$ cat src/sv/bkt_pkg.sv
// ----------------------------------------------------------------------------
// Bearing tracker package
// Step codes, sequence tables, register indexes and the command and status
// bundles shared by the controller and the datapath.
// ----------------------------------------------------------------------------
package bkt_pkg;

  // Angle resolution: 1/2^ANGLE_FRAC_BITS degree. The 16-bit angle fields
  // hold the full circle at this resolution or a coarser one.
  localparam int ANGLE_FRAC_BITS = 7;

  localparam int STEP_W = 5;
  typedef logic [STEP_W-1:0] step_t;

  // Steps that start the shared multiply-divide unit.
  localparam step_t ST_NONE     = 5'd0;
  localparam step_t K_MEAS_MOD  = 5'd1;
  localparam step_t K_VEL_T     = 5'd2;
  localparam step_t K_RES_MOD   = 5'd3;
  localparam step_t K_PAV_2T    = 5'd4;
  localparam step_t K_PVV_TT    = 5'd5;
  localparam step_t K_PVV_T     = 5'd6;
  localparam step_t K_G1        = 5'd7;
  localparam step_t K_G2        = 5'd8;
  localparam step_t K_K4        = 5'd9;
  localparam step_t K_K3        = 5'd10;
  localparam step_t K_K2        = 5'd11;
  localparam step_t K_K1        = 5'd12;
  // Steps that write a finished unit result back into the state.
  localparam step_t W_MEAS      = 5'd13;
  localparam step_t W_AZ        = 5'd14;
  localparam step_t W_PAA_ADD   = 5'd15;
  localparam step_t W_PAV_SET   = 5'd16;
  localparam step_t W_VEL       = 5'd17;
  localparam step_t W_PVV_SUB   = 5'd18;
  localparam step_t W_PVA_SUB   = 5'd19;
  localparam step_t W_PAV_SUB   = 5'd20;
  localparam step_t W_PAA_SUB   = 5'd21;
  // Single-cycle actions.
  localparam step_t A_START     = 5'd22;
  localparam step_t A_QNOISE    = 5'd23;
  localparam step_t A_INNOV     = 5'd24;

  localparam int PC_W = 4;
  typedef logic [PC_W-1:0] pc_t;

  localparam pc_t PC_MEAS        = 4'd0;
  localparam pc_t PC_PREDICT     = 4'd1;
  localparam pc_t PC_PREDICT_END = 4'd5;
  localparam pc_t PC_UPDATE      = 4'd6;
  localparam pc_t PC_LAST        = 4'd12;

  typedef logic [1:0] reg_idx_t;
  localparam reg_idx_t REG_AZ_NOISE  = 2'd0;
  localparam reg_idx_t REG_VEL_NOISE = 2'd1;
  localparam reg_idx_t REG_INIT_VVAR = 2'd2;

  localparam int DT_MAX      = 1000;
  localparam int MS_PER_S    = 1000;
  localparam int MS2_PER_S2  = 1000000;
  localparam int VAR_MIN     = 256;
  localparam int VEL_STEP    = 1 << 20;
  localparam int VEL_MAX     = 65535;
  localparam int VEL_MIN     = -65536;

  typedef struct packed {
    logic  load;
    logic  emit;
    step_t step;
  } bkt_cmd_t;

  typedef struct packed {
    logic mdu_done;
    logic op;
    logic tracking;
    logic s_pos;
    logic out_free;
  } bkt_sts_t;

  // Unit operation started at each sequence position.
  function automatic step_t kick_of(input pc_t pc);
    step_t k;
    unique case (pc)
      4'd0:    k = K_MEAS_MOD;
      4'd1:    k = K_VEL_T;
      4'd2:    k = K_RES_MOD;
      4'd3:    k = K_PAV_2T;
      4'd4:    k = K_PVV_TT;
      4'd5:    k = K_PVV_T;
      4'd6:    k = K_G1;
      4'd7:    k = K_RES_MOD;
      4'd8:    k = K_G2;
      4'd9:    k = K_K4;
      4'd10:   k = K_K3;
      4'd11:   k = K_K2;
      4'd12:   k = K_K1;
      default: k = ST_NONE;
    endcase
    return k;
  endfunction

  // Write-back that consumes the unit result at each sequence position.
  function automatic step_t wb_of(input pc_t pc);
    step_t w;
    unique case (pc)
      4'd0:    w = W_MEAS;
      4'd2:    w = W_AZ;
      4'd3:    w = W_PAA_ADD;
      4'd4:    w = W_PAA_ADD;
      4'd5:    w = W_PAV_SET;
      4'd7:    w = W_AZ;
      4'd8:    w = W_VEL;
      4'd9:    w = W_PVV_SUB;
      4'd10:   w = W_PVA_SUB;
      4'd11:   w = W_PAV_SUB;
      4'd12:   w = W_PAA_SUB;
      default: w = ST_NONE;
    endcase
    return w;
  endfunction

endpackage

$ cat src/sv/bkt_muldiv.sv
// ----------------------------------------------------------------------------
// Bearing tracker multiply-divide unit
// Shift-add multiply of magnitudes, restoring division, rounding half away
// from zero and saturation; can return a wrapped remainder instead.
// ----------------------------------------------------------------------------
module bkt_muldiv import bkt_pkg::*; #(
  parameter int COV_WIDTH = 48
) (
  input  logic                        clk,
  input  logic                        rst,
  input  logic                        start,
  input  logic                        mod_mode,
  input  logic signed [COV_WIDTH-1:0] a,
  input  logic signed [COV_WIDTH-1:0] b,
  input  logic        [COV_WIDTH-1:0] c,
  output logic                        done,
  output logic signed [COV_WIDTH-1:0] res
);

  localparam int CW   = COV_WIDTH;
  localparam int PW   = 2 * CW;
  localparam int CNTW = $clog2(PW);

  localparam logic [1:0] PH_IDLE = 2'd0;
  localparam logic [1:0] PH_MUL  = 2'd1;
  localparam logic [1:0] PH_DIV  = 2'd2;
  localparam logic [1:0] PH_FIN  = 2'd3;

  logic [1:0]      phase;
  logic [CNTW-1:0] cnt;
  logic [CW-1:0]   ua;
  logic [CW-1:0]   cc;
  logic [CW-1:0]   hi;
  logic [CW-1:0]   lo;
  logic [CW-1:0]   rem;
  logic            neg;
  logic            modm;

  logic [CW:0]     mul_sum;
  logic [CW:0]     trial;
  logic            ge;
  logic            up;
  logic [PW:0]     q1;
  logic [CW-1:0]   lim;
  logic [CW-1:0]   mag;
  logic [CW-1:0]   quo;
  logic [CW-1:0]   modr;

  always_comb begin
    mul_sum = {1'b0, hi} + (lo[0] ? {1'b0, ua} : '0);
    trial   = {rem, hi[CW-1]};
    ge      = trial >= {1'b0, cc};
    up      = {rem, 1'b0} >= {1'b0, cc};
    q1      = {1'b0, hi, lo} + {{PW{1'b0}}, up};
    lim     = {neg, {(CW-1){~neg}}};
    mag     = (q1 > {{(PW-CW+1){1'b0}}, lim}) ? lim : q1[CW-1:0];
    quo     = neg ? (~mag + 1'b1) : mag;
    modr    = (neg && (rem != '0)) ? (cc - rem) : rem;
  end

  always_ff @(posedge clk) begin
    if (rst) begin
      phase <= PH_IDLE;
      done  <= 1'b0;
    end else begin
      done <= 1'b0;
      unique case (phase)
        PH_IDLE: begin
          if (start) begin
            phase <= PH_MUL;
          end
        end
        PH_MUL: begin
          if (cnt == '0) begin
            phase <= PH_DIV;
          end
        end
        PH_DIV: begin
          if (cnt == '0) begin
            phase <= PH_FIN;
          end
        end
        PH_FIN: begin
          phase <= PH_IDLE;
          done  <= 1'b1;
        end
        default: phase <= PH_IDLE;
      endcase
    end
  end

  always_ff @(posedge clk) begin
    unique case (phase)
      PH_IDLE: begin
        if (start) begin
          ua   <= a[CW-1] ? (~a + 1'b1) : a;
          lo   <= b[CW-1] ? (~b + 1'b1) : b;
          hi   <= '0;
          cc   <= c;
          neg  <= a[CW-1] ^ b[CW-1];
          modm <= mod_mode;
          cnt  <= CNTW'(CW - 1);
        end
      end
      PH_MUL: begin
        hi  <= mul_sum[CW:1];
        lo  <= {mul_sum[0], lo[CW-1:1]};
        if (cnt == '0) begin
          cnt <= CNTW'(PW - 1);
          rem <= '0;
        end else begin
          cnt <= cnt - 1'b1;
        end
      end
      PH_DIV: begin
        rem <= ge ? CW'(trial - {1'b0, cc}) : trial[CW-1:0];
        {hi, lo} <= {hi[CW-2:0], lo, ge};
        cnt <= cnt - 1'b1;
      end
      PH_FIN: begin
        res <= modm ? modr : quo;
      end
      default: ;
    endcase
  end

endmodule

$ cat src/sv/bkt_datapath.sv
// ----------------------------------------------------------------------------
// Bearing tracker datapath
// Filter state, operand selection for the shared unit, saturating
// write-backs and the output register.
// ----------------------------------------------------------------------------
module bkt_datapath import bkt_pkg::*; #(
  parameter int COV_WIDTH       = 48
) (
  input  logic        clk,
  input  logic        rst,
  input  bkt_cmd_t    cmd,
  output bkt_sts_t    sts,
  input  logic        in_op,
  input  logic [15:0] in_meas,
  input  logic [22:0] in_var,
  input  logic [15:0] in_dt,
  input  logic [15:0] q_az,
  input  logic [15:0] q_vel,
  input  logic [15:0] init_vvar,
  input  logic        m_tready,
  output logic        m_tvalid,
  output logic [55:0] m_tdata,
  output logic        m_tuser
);

  localparam int CW = COV_WIDTH;
  localparam int FC = 360 << ANGLE_FRAC_BITS;
  localparam int HC = 180 << ANGLE_FRAC_BITS;
  localparam int AW = $clog2(FC);
  localparam int IW = AW + 2;

  localparam logic [AW:0]           FC_A    = (AW+1)'(FC);
  localparam logic [AW:0]           HC_A    = (AW+1)'(HC);
  localparam logic signed [IW-1:0]  FC_S    = IW'(FC);
  localparam logic signed [IW-1:0]  HC_S    = IW'(HC);
  localparam logic signed [CW-1:0]  COV_MAX = {1'b0, {(CW-1){1'b1}}};
  localparam logic signed [CW-1:0]  COV_MIN = {1'b1, {(CW-1){1'b0}}};
  localparam logic signed [CW-1:0]  ONE     = {{(CW-1){1'b0}}, 1'b1};

  function automatic logic signed [CW-1:0] sat_add(input logic signed [CW-1:0] x,
                                                   input logic signed [CW-1:0] y);
    logic [CW:0] s;
    s = {x[CW-1], x} + {y[CW-1], y};
    if (s[CW] != s[CW-1]) begin
      return s[CW] ? COV_MIN : COV_MAX;
    end
    return s[CW-1:0];
  endfunction

  function automatic logic signed [CW-1:0] sat_sub(input logic signed [CW-1:0] x,
                                                   input logic signed [CW-1:0] y);
    logic [CW:0] s;
    s = {x[CW-1], x} - {y[CW-1], y};
    if (s[CW] != s[CW-1]) begin
      return s[CW] ? COV_MIN : COV_MAX;
    end
    return s[CW-1:0];
  endfunction

  logic                 op_r;
  logic [15:0]          meas_raw;
  logic signed [CW-1:0] r_val;
  logic [9:0]           t_r;
  logic [AW-1:0]        meas_w;
  logic [AW-1:0]        az;
  logic signed [16:0]   vel;
  logic signed [CW-1:0] paa;
  logic signed [CW-1:0] pav;
  logic signed [CW-1:0] pva;
  logic signed [CW-1:0] pvv;
  logic signed [CW-1:0] s_val;
  logic signed [IW-1:0] innov;
  logic                 trk;

  logic                 mdu_start;
  logic                 mdu_mod;
  logic signed [CW-1:0] mdu_a;
  logic signed [CW-1:0] mdu_b;
  logic [CW-1:0]        mdu_c;
  logic                 mdu_done;
  logic signed [CW-1:0] res;

  logic [19:0]          tt;
  logic [22:0]          var_c;
  logic [9:0]           dt_c;
  logic [AW:0]          az_sum;
  logic [AW-1:0]        az_fix;
  logic signed [CW-1:0] dv_clamp;
  logic signed [21:0]   vel_sum;
  logic signed [16:0]   vel_new;
  logic signed [IW-1:0] d_raw;
  logic signed [IW-1:0] d_wrap;
  logic signed [CW-1:0] pav_new;
  logic [AW:0]          back_sum;
  logic [AW-1:0]        back;

  assign tt = {10'd0, t_r} * {10'd0, t_r};

  always_comb begin
    var_c = (in_var < 23'(VAR_MIN)) ? 23'(VAR_MIN) : in_var;
    if (in_dt == 16'd0) begin
      dt_c = 10'd1;
    end else if (in_dt > 16'(DT_MAX)) begin
      dt_c = 10'(DT_MAX);
    end else begin
      dt_c = in_dt[9:0];
    end
  end

  // Operand selection for the shared unit.
  always_comb begin
    mdu_start = 1'b1;
    mdu_mod   = 1'b0;
    mdu_a     = paa;
    mdu_b     = ONE;
    mdu_c     = CW'(MS_PER_S);
    unique case (cmd.step)
      K_MEAS_MOD: begin
        mdu_a   = CW'(meas_raw);
        mdu_c   = CW'(FC);
        mdu_mod = 1'b1;
      end
      K_VEL_T: begin
        mdu_a = CW'(vel);
        mdu_b = CW'(t_r);
      end
      K_RES_MOD: begin
        mdu_a   = res;
        mdu_c   = CW'(FC);
        mdu_mod = 1'b1;
      end
      K_PAV_2T: begin
        mdu_a = pav;
        mdu_b = CW'({t_r, 1'b0});
      end
      K_PVV_TT: begin
        mdu_a = pvv;
        mdu_b = CW'(tt);
        mdu_c = CW'(MS2_PER_S2);
      end
      K_PVV_T: begin
        mdu_a = pvv;
        mdu_b = CW'(t_r);
      end
      K_G1: begin
        mdu_a = paa;
        mdu_b = CW'(innov);
        mdu_c = s_val;
      end
      K_G2: begin
        mdu_a = pva;
        mdu_b = CW'(innov);
        mdu_c = s_val;
      end
      K_K4: begin
        mdu_a = pva;
        mdu_b = pav;
        mdu_c = s_val;
      end
      K_K3: begin
        mdu_a = pva;
        mdu_b = paa;
        mdu_c = s_val;
      end
      K_K2: begin
        mdu_a = paa;
        mdu_b = pav;
        mdu_c = s_val;
      end
      K_K1: begin
        mdu_a = paa;
        mdu_b = paa;
        mdu_c = s_val;
      end
      default: mdu_start = 1'b0;
    endcase
  end

  bkt_muldiv #(
    .COV_WIDTH (COV_WIDTH)
  ) u_muldiv (
    .clk      (clk),
    .rst      (rst),
    .start    (mdu_start),
    .mod_mode (mdu_mod),
    .a        (mdu_a),
    .b        (mdu_b),
    .c        (mdu_c),
    .done     (mdu_done),
    .res      (res)
  );

  always_comb begin
    // The result is already wrapped, so one subtraction brings the sum back.
    az_sum = {1'b0, az} + {1'b0, res[AW-1:0]};
    az_fix = (az_sum >= FC_A) ? AW'(az_sum - FC_A) : az_sum[AW-1:0];

    if (res > CW'(VEL_STEP)) begin
      dv_clamp = CW'(VEL_STEP);
    end else if (res < -CW'(VEL_STEP)) begin
      dv_clamp = -CW'(VEL_STEP);
    end else begin
      dv_clamp = res;
    end
    vel_sum = 22'(vel) + dv_clamp[21:0];
    if (vel_sum > 22'(VEL_MAX)) begin
      vel_new = 17'(VEL_MAX);
    end else if (vel_sum < 22'(VEL_MIN)) begin
      vel_new = 17'(VEL_MIN);
    end else begin
      vel_new = vel_sum[16:0];
    end

    d_raw = $signed({2'b00, meas_w}) - $signed({2'b00, az});
    priority if (d_raw > HC_S) begin
      d_wrap = d_raw - FC_S;
    end else if (d_raw < -HC_S) begin
      d_wrap = d_raw + FC_S;
    end else begin
      d_wrap = d_raw;
    end

    pav_new  = sat_add(pav, res);
    back_sum = {1'b0, az} + HC_A;
    back     = (back_sum >= FC_A) ? AW'(back_sum - FC_A) : back_sum[AW-1:0];
  end

  always_ff @(posedge clk) begin
    if (cmd.load) begin
      op_r     <= in_op;
      meas_raw <= in_meas;
      t_r      <= dt_c;
      r_val    <= CW'({var_c, 8'h00});
    end
    unique case (cmd.step)
      W_MEAS:  meas_w <= res[AW-1:0];
      A_INNOV: begin
        innov <= d_wrap;
        s_val <= sat_add(paa, r_val);
      end
      default: ;
    endcase
  end

  always_ff @(posedge clk) begin
    if (rst) begin
      az  <= '0;
      vel <= '0;
      paa <= '0;
      pav <= '0;
      pva <= '0;
      pvv <= '0;
      trk <= 1'b0;
    end else begin
      unique case (cmd.step)
        W_AZ:      az  <= az_fix;
        W_PAA_ADD: paa <= sat_add(paa, res);
        W_PAV_SET: begin
          pav <= pav_new;
          pva <= pav_new;
        end
        W_VEL:     vel <= vel_new;
        W_PVV_SUB: pvv <= sat_sub(pvv, res);
        W_PVA_SUB: pva <= sat_sub(pva, res);
        W_PAV_SUB: pav <= sat_sub(pav, res);
        W_PAA_SUB: paa <= sat_sub(paa, res);
        A_START: begin
          az  <= meas_w;
          vel <= '0;
          paa <= r_val;
          pav <= '0;
          pva <= '0;
          pvv <= CW'({init_vvar, 8'h00});
          trk <= 1'b1;
        end
        A_QNOISE: begin
          paa <= sat_add(paa, CW'({q_az, 8'h00}));
          pvv <= sat_add(pvv, CW'({q_vel, 8'h00}));
        end
        default: ;
      endcase
    end
  end

  always_ff @(posedge clk) begin
    if (rst) begin
      m_tvalid <= 1'b0;
    end else if (cmd.emit) begin
      m_tvalid <= 1'b1;
    end else if (m_tready) begin
      m_tvalid <= 1'b0;
    end
  end

  always_ff @(posedge clk) begin
    if (cmd.emit) begin
      m_tdata <= {7'd0, vel, 16'(back), 16'(az)};
      m_tuser <= trk;
    end
  end

  always_comb begin
    sts.mdu_done = mdu_done;
    sts.op       = op_r;
    sts.tracking = trk;
    sts.s_pos    = !s_val[CW-1] && (s_val != '0);
    sts.out_free = !m_tvalid || m_tready;
  end

endmodule

$ cat src/sv/bkt_ctrl.sv
// ----------------------------------------------------------------------------
// Bearing tracker controller
// Sequences the start, predict and update steps of one item through the
// shared unit and hands the result to the output register.
// ----------------------------------------------------------------------------
module bkt_ctrl import bkt_pkg::*; (
  input  logic     clk,
  input  logic     rst,
  input  logic     s_tvalid,
  output logic     s_tready,
  input  bkt_sts_t sts,
  output bkt_cmd_t cmd
);

  localparam logic [2:0] S_IDLE   = 3'd0;
  localparam logic [2:0] S_ISSUE  = 3'd1;
  localparam logic [2:0] S_WAIT   = 3'd2;
  localparam logic [2:0] S_START  = 3'd3;
  localparam logic [2:0] S_QNOISE = 3'd4;
  localparam logic [2:0] S_INNOV  = 3'd5;
  localparam logic [2:0] S_CHECK  = 3'd6;
  localparam logic [2:0] S_OUT    = 3'd7;

  logic [2:0] state;
  logic [2:0] state_next;
  pc_t        pc;
  pc_t        pc_next;

  assign s_tready = (state == S_IDLE);

  always_comb begin
    state_next = state;
    pc_next    = pc;
    cmd.load   = 1'b0;
    cmd.emit   = 1'b0;
    cmd.step   = ST_NONE;
    unique case (state)
      S_IDLE: begin
        if (s_tvalid) begin
          cmd.load   = 1'b1;
          pc_next    = PC_MEAS;
          state_next = S_ISSUE;
        end
      end
      S_ISSUE: begin
        cmd.step   = kick_of(pc);
        state_next = S_WAIT;
      end
      S_WAIT: begin
        if (sts.mdu_done) begin
          cmd.step = wb_of(pc);
          if (pc == PC_MEAS) begin
            // An idle filter either starts or, for a coast item, holds.
            if (!sts.tracking) begin
              state_next = sts.op ? S_OUT : S_START;
            end else begin
              pc_next    = PC_PREDICT;
              state_next = S_ISSUE;
            end
          end else if (pc == PC_PREDICT_END) begin
            state_next = S_QNOISE;
          end else if (pc == PC_LAST) begin
            state_next = S_OUT;
          end else begin
            pc_next    = pc + pc_t'(1);
            state_next = S_ISSUE;
          end
        end
      end
      S_START: begin
        cmd.step   = A_START;
        state_next = S_OUT;
      end
      S_QNOISE: begin
        cmd.step   = A_QNOISE;
        state_next = sts.op ? S_OUT : S_INNOV;
      end
      S_INNOV: begin
        cmd.step   = A_INNOV;
        state_next = S_CHECK;
      end
      S_CHECK: begin
        // A non-positive innovation variance skips the update.
        if (sts.s_pos) begin
          pc_next    = PC_UPDATE;
          state_next = S_ISSUE;
        end else begin
          state_next = S_OUT;
        end
      end
      S_OUT: begin
        if (sts.out_free) begin
          cmd.emit   = 1'b1;
          state_next = S_IDLE;
        end
      end
      default: state_next = S_IDLE;
    endcase
  end

  always_ff @(posedge clk) begin
    if (rst) begin
      state <= S_IDLE;
      pc    <= PC_MEAS;
    end else begin
      state <= state_next;
      pc    <= pc_next;
    end
  end

endmodule

$ cat src/sv/bearing_kalman_tracker_top.sv
// ----------------------------------------------------------------------------
// Bearing Kalman tracker, top level
// Two-state bearing tracker with a stream input, a stream output and an
// APB-style register port.
// ----------------------------------------------------------------------------
// The block tracks one bearing with a two-state (azimuth, angular velocity)
// Kalman filter held in fixed point: angles in 1/2^ANGLE_FRAC_BITS degree and
// covariances in signed COV_WIDTH-bit Q.16. A measurement item starts the
// filter when it is idle, and otherwise runs a predict step and an update step
// with the innovation wrapped into plus or minus 180 degrees; a coast item runs
// the predict step only, and only while tracking. Every item gives exactly one
// result item. Items are handled one at a time. All products and quotients go
// through one shared multiply-divide unit; each operation is a shift-add
// multiply of COV_WIDTH steps and a restoring division of 2*COV_WIDTH steps,
// with an issue step before it and a write-back after it. A measurement item
// while tracking needs 13 such operations; a coast item while tracking needs
// six operations; a starting item needs one and a coast item while idle one
// as well. A result that waits on the output adds its stall to the item after
// it. The input is taken again as soon as an item's result sits in the output
// register, even if that result is still waiting to be taken. Registers may
// be written only while the block is idle.
// ----------------------------------------------------------------------------
module bearing_kalman_tracker_top import bkt_pkg::*; #(
  parameter int COV_WIDTH       = 48
) (
  input  logic        clk,
  input  logic        rst,
  input  logic        s_tvalid,
  output logic        s_tready,
  input  logic [55:0] s_tdata,   // measured_azimuth[15:0], meas_variance[38:16],
                                 // dt_ms[54:39], zero fill above
  input  logic        s_tuser,   // op: 0 measurement, 1 coast
  output logic        m_tvalid,
  input  logic        m_tready,
  output logic [55:0] m_tdata,   // filtered_azimuth[15:0], reverse_azimuth[31:16],
                                 // angular_velocity[48:32], zero fill above
  output logic        m_tuser,   // tracking
  input  logic        psel,
  input  logic        penable,
  input  logic        pwrite,
  input  logic [3:0]  paddr,
  input  logic [31:0] pwdata,
  output logic [31:0] prdata,
  output logic        pready
);

  logic [15:0] q_az;
  logic [15:0] q_vel;
  logic [15:0] init_vvar;
  bkt_cmd_t    cmd;
  bkt_sts_t    sts;

  assign pready = 1'b1;

  // Registers sit at byte addresses 0, 4 and 8 (paddr[1:0] is ignored); address 12 reads zero.
  always_ff @(posedge clk) begin
    if (rst) begin
      q_az      <= 16'd128;
      q_vel     <= 16'd26;
      init_vvar <= 16'd2560;
    end else if (psel && penable && pwrite && pready) begin
      unique case (paddr[3:2])
        REG_AZ_NOISE:  q_az      <= pwdata[15:0];
        REG_VEL_NOISE: q_vel     <= pwdata[15:0];
        REG_INIT_VVAR: init_vvar <= pwdata[15:0];
        default: ;
      endcase
    end
  end

  always_comb begin
    unique case (paddr[3:2])
      REG_AZ_NOISE:  prdata = {16'd0, q_az};
      REG_VEL_NOISE: prdata = {16'd0, q_vel};
      REG_INIT_VVAR: prdata = {16'd0, init_vvar};
      default:       prdata = 32'd0;
    endcase
  end

  bkt_ctrl u_ctrl (
    .clk      (clk),
    .rst      (rst),
    .s_tvalid (s_tvalid),
    .s_tready (s_tready),
    .sts      (sts),
    .cmd      (cmd)
  );

  bkt_datapath #(
    .COV_WIDTH       (COV_WIDTH)
  ) u_datapath (
    .clk       (clk),
    .rst       (rst),
    .cmd       (cmd),
    .sts       (sts),
    .in_op     (s_tuser),
    .in_meas   (s_tdata[15:0]),
    .in_var    (s_tdata[38:16]),
    .in_dt     (s_tdata[54:39]),
    .q_az      (q_az),
    .q_vel     (q_vel),
    .init_vvar (init_vvar),
    .m_tready  (m_tready),
    .m_tvalid  (m_tvalid),
    .m_tdata   (m_tdata),
    .m_tuser   (m_tuser)
  );

endmodule
$ cat config.mk
export PLATFORM = sky130hd
export DESIGN_NAME = bearing_kalman_tracker_top
export DESIGN_NICKNAME = d
export VERILOG_FILES = /design/src/sv/bkt_pkg.sv /design/src/sv/bkt_muldiv.sv /design/src/sv/bkt_datapath.sv /design/src/sv/bkt_ctrl.sv /design/src/sv/bearing_kalman_tracker_top.sv
export SDC_FILE = /design/constraint.sdc
export NUM_CORES = 2
export LEC_CHECK = 0
export BUFFER_PORTS_ARGS = -buffer_cell sky130_fd_sc_hd__clkbuf_2
export CORE_MARGIN = 5
export CORE_UTILIZATION = 41
export CTS_CLUSTER_SIZE = 20
export DETAILED_ROUTE_END_ITERATION = 10
export GPL_TIMING_DRIVEN = 0
export PLACE_DENSITY = 0.56
export SYNTH_ARGS = -nofsm -noshare
export SYNTH_HDL_FRONTEND = slang
export SYNTH_HIERARCHICAL = 1
export SYNTH_SLANG_ARGS = --single-unit
$ cat constraint.sdc
create_clock -name clk -period 16.6 [get_ports clk]
set_input_delay 0.83 -clock clk [delete_from_list [all_inputs] [get_ports clk]]
set_output_delay 0.83 -clock clk [all_outputs]
set_load 0.02 [all_outputs]
[Word level (Yosys, flattened, before mapping)]
Memories as Yosys holds them, arrays and structs flattened. A register that Yosys moved wholly into a read port is not among the register bits.
Cells that the tools add are included.
Word-level totals
  register bits: 764
  memory bits (read-only): 144
  input port bits: 100
  output and inout port bits: 92
  logic and storage cells: 308
  memories kept: 2
Memories
  (no name shown): depth 16, width 5, rd ports 1, clocked after memory_dff 1, write ports 0, RTL line bkt_pkg.sv:105  | unique case (pc)
  (no name shown): depth 16, width 4, rd ports 1, clocked after memory_dff 1, write ports 0, RTL line bkt_pkg.sv:83  | unique case (pc)
Operators by class
  add/subtract/negate cells: 26
  $mul: 1
  magnitude comparators: 13
  equal/unequal tests: 57
  multiplexer cells: 125
  bitwise operators: 5
  reduce and logical (&&, ||, !) cells: 44
Operators with widths (number)
  2-to-1 mux 48 bit: 37
  case mux 48 bit (3 select lines): 6
  case mux 48 bit (6 select lines): 2
  subtractor 48 x 48 -> 49 bit: 4
  case mux 48 bit (4 select lines): 1
  adder 48 x 1 -> 48 bit, second input constant: 3
  NOT 48 bit: 3
  adder 48 x 25 -> 49 bit: 2
  adder 48 x 48 -> 49 bit: 2
  >= comparator 49 x 48 -> 1 bit: 2
  adder 96 x 1 -> 97 bit: 1
  greater-than comparator 97 x 48 -> 1 bit: 1
  case mux 48 bit (2 select lines): 1
  nonzero test 48 bit: 2
  subtractor 48 bit: 2
  adder 48 x 32 -> 49 bit: 1
  adder 48 x 49 -> 49 bit: 1
  greater-than comparator 48 x 22 -> 1 bit, second input constant: 1
  < comparator 48 x 21 -> 1 bit, second input constant: 1
  case mux 16 bit (3 select lines): 1
  2-to-1 mux 47 bit: 1
  equality test 5 bit, second input constant: 9
  2-to-1 mux 22 bit: 2
  2-to-1 mux 4 bit: 11
  68 further kinds: 174

[Longest topological paths before layout]
  word-level depth: 10
  gate-level depth with buffers: 43
  depth with buffers taken out: 40

[Cells and area by module]
The synthesis kept the hierarchy.
By module, submodules not included
  bkt_datapath: times used 1, cells an instance 6053, area an instance 46642.2 µm², seq. area each 9739.3 µm²
  bkt_muldiv: times used 1, cells an instance 3256, area an instance 27840.5 µm², seq. area each 8978.6 µm²
  bearing_kalman_tracker_top: times used 1, cells an instance 258, area an instance 2452.4 µm², seq. area each 960.9 µm²
  bkt_ctrl: times used 1, cells an instance 146, area an instance 1283.7 µm², seq. area each 320.3 µm²

[Least setup slack after synthesis]
No wires, ideal clock.
  kind: register to register
  start: register u_datapath.u_muldiv.rem[25]
  end: register u_datapath.u_muldiv.res[32], data pin
  library setup time: 0.272 ns
  arrival: 8.114 ns
  required time: 16.328 ns
  setup slack: 8.214 ns
  stages on the path, launching flop included: 40
  path buffers: 4
  clock period less this slack: 8.386 ns
  cell sequence: edfxtp_1 -> ha_1 -> a21o_1 -> a21o_1 -> a21oi_1 -> o21ai_0 -> a21oi_1 -> o221a_2 -> o211ai_1 -> a2111oi_0 -> o21ai_0 -> ha_1 -> ha_1 -> nand4_1 -> or4_1 -> buf_2 -> nor2_1 -> xor2_1 -> [4 not listed] -> o211ai_1 -> o21ai_0 -> a211oi_1 -> nand3b_1 -> or3_1 -> buf_2 -> or2_4 -> buf_6 -> buf_2 -> o21ai_0 -> ha_1 -> nand4_1 -> or2_2 -> nor2_1 -> a211oi_1 -> a31o_2 -> a2111oi_0 -> a21oi_1
Between the ends
  word-level cells in the longest chain between the ends: 8
  elaborated cells between the ends (all ways): 12
  those cells by class: add/sub: 3; order compare: 2; mux: 4; bitwise: 1; reduce/logical: 2
RTL lines
  from (decl): RTL line bkt_muldiv.sv:35  | logic [CW-1:0] rem;
  from (signal assigned): RTL line bkt_muldiv.sv:116  | rem <= ge ? CW'(trial - {1'b0, cc}) : trial[CW-1:0];
  >= comparator 49 x 48 -> 1 bit: RTL line bkt_muldiv.sv:53  | up = {rem, 1'b0} >= {1'b0, cc};
  adder 96 x 1 -> 97 bit: RTL line bkt_muldiv.sv:54  | q1 = {1'b0, hi, lo} + {{PW{1'b0}}, up};
  greater-than comparator 97 x 48 -> 1 bit: RTL line bkt_muldiv.sv:56  | mag = (q1 > {{(PW-CW+1){1'b0}}, lim}) ? lim : q1[CW-1:0];
  2-to-1 mux 48 bit: RTL line bkt_muldiv.sv:56
  NOT 48 bit: RTL line bkt_muldiv.sv:57  | quo = neg ? (~mag + 1'b1) : mag;
  adder 48 x 1 -> 48 bit: RTL line bkt_muldiv.sv:57
  2-to-1 mux 48 bit: RTL line bkt_muldiv.sv:57
  2-to-1 mux 48 bit (*): RTL line bkt_muldiv.sv:121  | res <= modm ? modr : quo;
  to (signal assigned): RTL line bkt_muldiv.sv:121
  to (decl): RTL line bkt_muldiv.sv:17  | output logic signed [COV_WIDTH-1:0] res
Every way passes the cells marked *; elsewhere a longest branch is shown, timed or not.
A chain may end at the register's enable or synchronous reset.

[Worst setup path after layout]
  start: register u_datapath.u_muldiv.rem[17]
  end: register u_datapath.u_muldiv.res[34], data pin
The elaborated chain is that of the path after synthesis.

==> flow_summary.ini <==
[timing]
fin_skew_ns = 0.0551
slew_headroom_pct = -5.10
fin_setup_tns_ns = 0
grt_setup_unrepaired = false
final-setup-viol-count = 0
fin_crit_ns = 12.32
max_freq_mhz = 81.1
tightest_slew_ns = 1.57
hold_ws_ns = 0.218
post-route-period-util_pct = 74.2
slew_violations = 20
hold_viol_final = 0

[setup_path]
r2r_start = u_datapath/u_muldiv/rem[17]$_SDFFCE_PN0P_
startpoint_type = flop
ff2ff_path_depth = 40
reg2reg_slack_ns = 4.28
crit_slowest_cell = xor2_1
end_kind = flop
arrival_ns = 12.79
crit_top_cell = ha_1
required_ns = 17.07
reg2reg_to = u_datapath/u_muldiv/res[34]$_DFFE_PP_
cpPeakStageDelay_ns = 0.63
crit_type = reg2reg
crit_fanout = 10

[die]
num_rows = 160
core_sq_um = 190000
dieArea_sq_um = 200000
die_y_um = 447
io_pins = 192
start_util_pct = 41.2
fp.dieW_um = 447

[grt]
grt_max_degree = 69
grt_first_pass_wirelength_um = 572000
grt_pass1_vias = 76500
grtUsageTotal_pct = 39.8
grt_overflow_total = 0
antenna_found_initial = 41

[drt]
avgRoutedWirePerCell_um = 32.7
drc = 0
vias = 82100
postRouteAntennaNets = 0
drt_iter0_drc = 11100
avgViaCountPerCell = 6.51
dr.pass1.iters = 10
drt_wl_total_um = 413000

[clock_network]
cts_inserted_buffers = 98
cts.htree.levels = 3
clock_path_buffers = 3
root_buffer = clkbuf_16
postCtsSetupRepairBufs = 0
cts_tree = done
clock_sinks = 764
clock_latency_ns = 0.79
cts-resized-gates = 0
clk_pin_slew_worst_paths_ns = 0.07
postCtsHoldBufs = 0

[yosys]
yosys.cell_types.count = 135
synth_most_common_cell = a21oi_1
synth-xor-area-share_pct = 7.93
synth-async-reset-ratio_pct = 0
synth_common_cells = 861 x a21oi_1, 808 x nor2_1, 761 x nand2_1
yosys.area_share.simple_pct = 19.7
yosys_most_used_dff = edfxtp_1
synth_cells = 9713
avgSynthCellArea_sq_um = 8.05
synth_area_sq_um = 78200
synth_top_family_by_area = compound AO/OA/AOI/OAI gates
yosysWarnings = 6
synthTopCellsByArea = edfxtp_1 18%, ha_1 11%, dfxtp_1 7.5%, xnor2_1 5.6%, a21oi_1 5.5%
ys_seq_area_share_pct = 25.6
synth_edf_count = 470
synth_top_cell_by_area = edfxtp_1
synth_compound_area_share_pct = 27.4
ys_seq_elements = 764
synthAdderAreaFrac_pct = 12.2
synth_top_area_share_pct = 18.0
synth_mux_area_share_pct = 1.67

[pwr]
power_density_nw_per_um2 = 145
p_leak_nw = 34.3
peakVddDrop_mv = 0.125

[flow_run]
maxCapViolations = 3

[cells_and_area]
num-fill-cells = 19000
drive_gt1_share_pct = 6.41
area_growth_pct = 9.94
nNetsFinal = 10800

[outcome]
outcome = complete, but fails checks
violations = capacitance limit, slew limit

[place]
dp_hpwl_um = 334000
gp_congestion = 1.14
port_buffers = 148

[worst_hold_path]
min_path_type = in2reg
hold_path_depth = 1
hold_path_end = u_datapath/meas_raw[2]$_DFFE_PP_
hp-start = s_tdata[2]
-- power breakdown --
group | internal [W] | switching [W] | total, W
Combinational | 0.00242 | 0.00463 | 0.00705
Clock | 0.00136 | 0.000963 | 0.00233
Sequential | 0.00255 | 0.000585 | 0.00314
Total | 0.00634 | 0.00617 | 0.0125
-- state kept, by name (all words and copies together) (netlist names), 17 cells and up, named ones only --
register and count:
u_datapath/r_val 23, u_datapath/pvv 48, u_datapath/m_tdata 40, u_datapath/paa 48, u_datapath/u_muldiv/rem 48, u_datapath/u_muldiv/ua 48, u_datapath/u_muldiv/lo 48, u_datapath/innov 18
u_datapath/u_muldiv/hi 48, u_datapath/pva 48, u_datapath/u_muldiv/cc 48, u_datapath/pav 48, u_datapath/vel 17, u_datapath/s_val 48, u_datapath/u_muldiv/res 48
-- layer usage --
layer | wire length, um | track usage [%] | vias to the layer above
met2 | 172000 | 59.4 | 4735
met5 | 115 | 0 | -
met4 | 33800 | 26.6 | 14
met3 | 41300 | 9.80 | 1077
li1 | - | - | 36500
met1 | 165000 | 51.0 | 39800
-- cells by family (layout without fill, tap and decap cells) --
kind of cell    Yosys count  in the layout
compound gates         3234           3234
xor+xnor                706            706
fa+ha+maj               724            724
buf+inv                1068           1412
flops                   764            764
mux                     128            128
other cells               3             56
simple gates           3086           3086
-- cells in the final DEF, fill, tap and decap left out, types with 87 or more instances in the layout --
cell	n
clkbuf_2	151
nand4_1	134
nand3_1	223
a21o_1	244
nor2b_1	139
nor4_1	106
o21bai_1	87
a22oi_1	194
and2_1	190
ha_1	661
dfxtp_1	294
nand2_1	761
clkbuf_1	428
nor3_1	184
o211ai_1	99
inv_1	491
nand2b_1	161
xnor2_1	503
o21ai_0	632
nor2_1	807
edfxtp_1	470
a31oi_1	132
clkbuf_16	100
mux2i_1	116
a21oi_1	860
a211oi_1	146
xor2_1	202
-- worst max-delay path, delay by kind of cell (launching register included) --
family | cells | cell delay (ns)
and+or+nand+nor | 15 | 5.22
AOI/OAI and AO/OA | 14 | 3.15
DFF | 1 | 0.52
xor gates and xnor gates | 1 | 0.63
adders and majority gates | 5 | 1.58
buffers and inverters | 5 | 0.87
-- layout make-up --
type                    instances  area, sq um  area share, %
flip-flops and latches        764        20000           23.3
multi-input cells            7902        54000           62.8
inverters                     498         1870           2.17
clock inverters                70          867           1.01
repair buffers                162         1000           1.17
diodes                         32         80.1         0.0931
plain buffers                 570         2510           2.92
well taps                    2511         3140           3.65
clock buffers                 112         2560           2.97
-- how the worst max path moves through the flow --
stage / slack [ns] / end / start
2_1_floorplan: 8.21 / u_datapath/u_muldiv/res[32]$_DFFE_PP_ / u_datapath/u_muldiv/rem[25]$_SDFFCE_PN0P_
3_3_place_gp: 3.69 / u_datapath/u_muldiv/res[32]$_DFFE_PP_ / u_datapath/u_muldiv/rem[17]$_SDFFCE_PN0P_
3_5_place_dp: 3.90 / u_datapath/u_muldiv/res[24]$_DFFE_PP_ / u_datapath/u_muldiv/rem[17]$_SDFFCE_PN0P_
4_1_cts: 3.80 / u_datapath/u_muldiv/res[24]$_DFFE_PP_ / u_datapath/u_muldiv/rem[17]$_SDFFCE_PN0P_
5_1_grt: 3.78 / u_datapath/u_muldiv/res[32]$_DFFE_PP_ / u_datapath/u_muldiv/rem[17]$_SDFFCE_PN0P_
6_report: 4.28 / u_datapath/u_muldiv/res[34]$_DFFE_PP_ / u_datapath/u_muldiv/rem[17]$_SDFFCE_PN0P_
-- through the flow --
stage / utilization [%] / worst slack (ns) / total power (W) / instances / cell area [sq um]
6_report: 45.3 / 4.28 / 0.0125 / 12600 / 86000
5_1_grt: 45.2 / 3.78 / 0.0132 / 12600 / 85900
4_1_cts: 45.2 / 3.80 / 0.0123 / 12600 / 85900
3_5_place_dp: 43.4 / 3.90 / 0.00997 / 12400 / 82500
3_3_place_gp: 43.3 / 3.69 / 0.00992 / 12400 / 82200
2_1_floorplan: - / 8.21 / 0.00751 / 9734 / 78300
Note: power is estimated with default switching activity, not from simulation.
